===== src/rtl/warp_loop_tracking_table_core_macros.svh =====
// Assertion macros for the loop tracking table
`ifndef WARP_LOOP_TRACKING_TABLE_CORE_MACROS_SVH
`define WARP_LOOP_TRACKING_TABLE_CORE_MACROS_SVH
`ifndef SYNTHESIS
`define WLTT_ASSERT_IMP(lbl, ante, cons, msg) \
    lbl: assert property (@(posedge clk) disable iff (!rst_n) (ante) |-> (cons)) \
        else $error(msg);
`define WLTT_ASSERT_NXT(lbl, ante, cons, msg) \
    lbl: assert property (@(posedge clk) disable iff (!rst_n) (ante) |=> (cons)) \
        else $error(msg);
`else
`define WLTT_ASSERT_IMP(lbl, ante, cons, msg)
`define WLTT_ASSERT_NXT(lbl, ante, cons, msg)
`endif
`endif


===== src/rtl/wltt_pkg.sv =====
`default_nettype none
package wltt_pkg;

    localparam int PC_W    = 32;
    localparam int STAMP_W = 32;
    localparam int MASK_W  = 32;

    typedef enum logic [2:0] {
        KIND_PUSH    = 3'd0,
        KIND_SEARCH  = 3'd1,
        KIND_SETBR   = 3'd2,
        KIND_POP     = 3'd3,
        KIND_ENDLOOP = 3'd4,
        KIND_UPDATE  = 3'd5,
        KIND_BIGGEST = 3'd6,
        KIND_UNUSED  = 3'd7
    } kind_t;

    localparam logic [1:0] STATUS_OK   = 2'd0;
    localparam logic [1:0] STATUS_FULL = 2'd1;
    localparam logic [1:0] STATUS_ADDR = 2'd2;

    typedef struct packed {
        logic push;
        logic rd;
        logic upd;
    } lane_cmd_t;

endpackage
`default_nettype wire


===== src/rtl/wltt_merge.sv =====
`default_nettype none
module wltt_merge (
    input  wire logic                           clk,
    input  wire logic                           rst_n,
    input  wire logic                           clear,
    input  wire logic                           en,
    input  wire logic                           nonempty,
    input  wire logic [wltt_pkg::STAMP_W-1:0]   period,
    output logic      [wltt_pkg::STAMP_W-1:0]   max_period
);

    logic [wltt_pkg::STAMP_W-1:0] acc_reg;

    always_ff @(posedge clk or negedge rst_n)
    begin
        if (!rst_n)
        begin
            acc_reg <= '0;
        end
        else if (clear)
        begin
            acc_reg <= '0;
        end
        else if (en && nonempty && (period > acc_reg))
        begin
            acc_reg <= period;
        end
    end

    assign max_period = acc_reg;

endmodule
`default_nettype wire


===== config.mk =====
export PLATFORM = sky130hd
export DESIGN_NAME = wltt_merge
export DESIGN_NICKNAME = d
export VERILOG_FILES = /design/src/rtl/warp_loop_tracking_table_core_macros.svh /design/src/rtl/wltt_pkg.sv /design/src/rtl/wltt_merge.sv
export SDC_FILE = /design/constraint.sdc
export NUM_CORES = 1
export LEC_CHECK = 0
export BUFFER_PORTS_ARGS = -buffer_cell sky130_fd_sc_hd__buf_2
export CAP_MARGIN = 5
export CORE_ASPECT_RATIO = 1.25
export CORE_UTILIZATION = 55
export CTS_CLUSTER_DIAMETER = 200
export DETAILED_ROUTE_END_ITERATION = 10
export PLACE_DENSITY_LB_ADDON = 0.15
export SETUP_SLACK_MARGIN = 0.2
export SLEW_MARGIN = 0
export SYNTH_ARGS = -nofsm -noshare
export SYNTH_HDL_FRONTEND = slang
export SYNTH_SLANG_ARGS = --single-unit

===== constraint.sdc =====
create_clock -name clk -period 4.25 [get_ports clk]
set_input_delay 0.6375 -clock clk [delete_from_list [all_inputs] [get_ports clk]]
set_output_delay 0.6375 -clock clk [all_outputs]
set_load 0.005 [all_outputs]

Yosys cells after proc, flatten, opt, wreduce, memory -nomap -nowiden
Index checks and enable logic that the tools add are counted.

Register bits after elaboration: 32. Latch bits: 0. Memory bits (writable): 0. Memory bits (read-only): 0. Input bits: 37. Output and inout port bits: 32. Logic and storage cells: 7. Memories kept: 0.

Add/subtract/negate cells: 0. $mul: 0. Divide/modulo/power cells: 0. Magnitude comparators: 1. Equality and inequality tests: 0. Shift operators: 0. Mux-type cells: 2. Bitwise logic cells: 0. Reductions and logical operators: 3.

Operators by type and width (count): $mux W32 (2); $gt A32 B32 Y1 (1); $logic_and A1 B1 Y1 (2); $reduce_bool A2 Y1 (1).

Longest topological paths before layout
Word-level depth: 4. Depth in mapped cells: 9. Mapped depth without buffers: 8.

Worst setup path before layout
No wires, ideal clock.

Path type: input to register. Start: in period[11] (netlist name). End: reg acc_reg (netlist bit max_period[0]). Setup time: 0.079 ns. Arrival: 2.322 ns. Required time: 4.171 ns. Setup slack: 1.848 ns. Cell stages on the path: 8. Buffers on the path: 1. Cells stage by stage: ha_1 a21oi_1 o21ai_1 a221o_1 a211o_1 a21oi_4 buf_8 mux2i_1.

Word-level cells in the longest chain between the ends: 3.

RTL lines: start: declaration (line wltt_merge.sv:8) `input wire logic [wltt_pkg::STAMP_W-1:0] period,`; $gt A32 B32 Y1 (line wltt_merge.sv:24) `else if (en && nonempty && (period > acc_reg))`; $logic_and A1 B1 Y1 (line wltt_merge.sv:24); $reduce_bool A2 Y1 (no line); end signal: assignment (line wltt_merge.sv:26) `acc_reg <= period;`; end: declaration (line wltt_merge.sv:12) `logic [wltt_pkg::STAMP_W-1:0] acc_reg;`.

No other way between the ends. A chain may end at the register's enable or synchronous reset.

Worst setup path after layout
Start: in period[14] (netlist name). End: reg acc_reg (netlist bit max_period[28]).

Same word-level chain as after synthesis.

==> metrics.txt <==
status=complete, no violations; Yosys warnings=0; CTS tree=built; remaining antenna violation count=0; commonest non-fill, non-tap cell in the layout=buf_2; Worst-Skew Late Latency=0.29 ns; Worst-path clk slew=0.07 ns; I/O Buffers=68; largest net degree at the start of global routing=65; Setup Skew=0.00958 ns; Setup Crit Path Kind=primary input to register; Min-Delay Path Class=primary input to async pin; DRC Markers=0; RSZ-0062 raised after global routing=false; VDD IR max=0.000153 V; drt initial violations=54; number of global-route vias before repair=1899; clock root cell=clkbuf_8; register bit total from synthesis=32; Remaining Overflow, GRT=0; max_cap viols=0; net count after synthesis=325; Rel. slew slack=0.504; commonest cells after routing, fill and taps aside=buf_2, nand2b_1, inv_1; syn avg cell area=9.51 um2; Final Cell Area=2870 um2; r2r setup slk=1.55 ns; slowest stage delay, CP=0.47 ns; R2R depth=9; vias=1958; fin crit period=2.76 ns; CTS buffer count=5; leakage power=1.55 nW; pre-CTS WS=1.16 ns; Fmax achieved=363 MHz; Die W=61.5 um; Switching Share=0.284; max reg flops=32; Worst path slowest cell=buf_4; Tot GR Track Use=0.229; Worst Max-Slew Pin Slew=0.744 ns; Initial Util=0.585; r2r endpoint=max_period[28]; routed vias/inst=5.17; Ant. Diodes=0; first-pass GRT wire length=8140 um; Non-Filler Instances=379; io pins=69; post-CTS setup buffer count=0; clock sink count=32; total power=0.744 mW; Layout area overhead=17.9%; die area=4700 um2; 1st-pass router iterations=4; setup TNS=0 ns; Cell Area, Placed=2780 um2; layout cell share with drive strength beyond 1=0.241; Top delay family on crit path=compound AO/OA/AOI/OAI gates; Final Setup Violations=0; dpl cells=371; Worst Path Buf+Inv=3; crit share post-route=0.649; post-CTS sizing=0; CP Data Arrival Time=2.96 ns; Max Root-Sink Buffers=2; Layout Nets=391; Hold-fix buffers, CTS=0; critical path endpoint category=register; critical-path cell list=buf_2, ha_1, nand4_1, inv_1, a221o_1, a211o_1, a21oi_4, buf_4, mux2i_1; Fin. Hold Viols=0; Row Count=26; initial antenna violation count=0; CP Launch Type=primary input; cell count after synthesis=256; Net Sw Power=0.212 mW; Clk network pwr share=0.331; Int Pwr=0.532 mW; die height=76.4 um; Max Slew Vio Count=0; Critical R2R Launch=max_period[14]; htree depth=2; Reg power frac=0.445; crit-path max FO=25; Hold Slack=0.401 ns; post-synthesis sequential area ratio=0.329; Mapped Area=2430 um2; synth unique cells=28; DP HPWL=3590 um; CP Data Required Time=4.45 ns; core box area=4160 um2; Routed WL=4800 um; RePlAce Congestion=0.774; final design utilization=0.690; Logic pwr share=0.224; Power Dens Cells=259 nW/um2; WL/cell=12.7 um; Final WS setup=1.49 ns
cells by family after synthesis:
kind of cell             Yosys count  synth area share
AO/OA/AOI/OAI                     27            0.0714
adder cells (fa/ha/maj)           32             0.164
buffers and inverters             45            0.0832
flip-flops                        32             0.329
multiplexers                      32             0.132
AND/OR/NAND/NOR                   88             0.220
power groups by stage:
stage                     Sequential [mW]  Combinational, mW  Clock, mW
after floorplan                     0.337              0.109          0
after global placement              0.336              0.165          0
after detailed placement            0.336              0.169          0
after CTS                           0.331              0.170      0.252
after global routing                0.333              0.192      0.266
final                               0.331              0.167      0.246
Yosys cell counts:
cell,n,share of area
nor4_2,1,0.0051
a2111oi_0,1,0.0036
nor2b_1,1,0.0026
nand2_1,7,0.011
dfrtp_1,32,0.33
a221o_1,1,0.0041
inv_1,35,0.054
a21oi_1,13,0.027
a211o_1,1,0.0036
nand2b_1,64,0.16
a22oi_1,1,0.0031
nand4_1,8,0.021
a21o_1,1,0.0031
buf_8,3,0.018
ha_1,32,0.16
nor4_1,1,0.0026
o21ai_1,1,0.0021
clkbuf_1,7,0.011
nand3_1,2,0.0041
a41oi_1,1,0.0036
mux2i_1,32,0.13
o211ai_1,1,0.0031
o21ai_0,4,0.0082
nor3b_2,1,0.0051
a21oi_4,1,0.0067
nor2_1,2,0.0031
a221oi_1,1,0.0036
nor3_1,1,0.0021
layer usage:
layer	wire length, um	vias up	GRT usage
li1	-	985	-
met3	199	5	0.0560
met1	2020	922	0.271
met4	55	0	0.0667
met2	2530	46	0.396
met5	0	-	0
final cells by class:
cell class	count	area, um2
Clock buffer	8	90.1
Multi-Input combinational cell	179	1430
Timing Repair Buffer	69	348
Sequential cell	32	801
Tap cell	56	70.1
Inverter	35	131
Fill cell	374	1290
worst max path at each step:
stage	start	end	slack, ns	depth (start not counted)
global route	period[11]	max_period[28]	1.33	9
floorplan	period[11]	max_period[0]	1.85	8
global placement	period[14]	max_period[1]	1.21	9
detailed placement	period[14]	max_period[17]	1.16	9
CTS	period[14]	max_period[28]	1.46	9
finish	period[14]	max_period[28]	1.49	9
(Power assumes the default switching activity.)
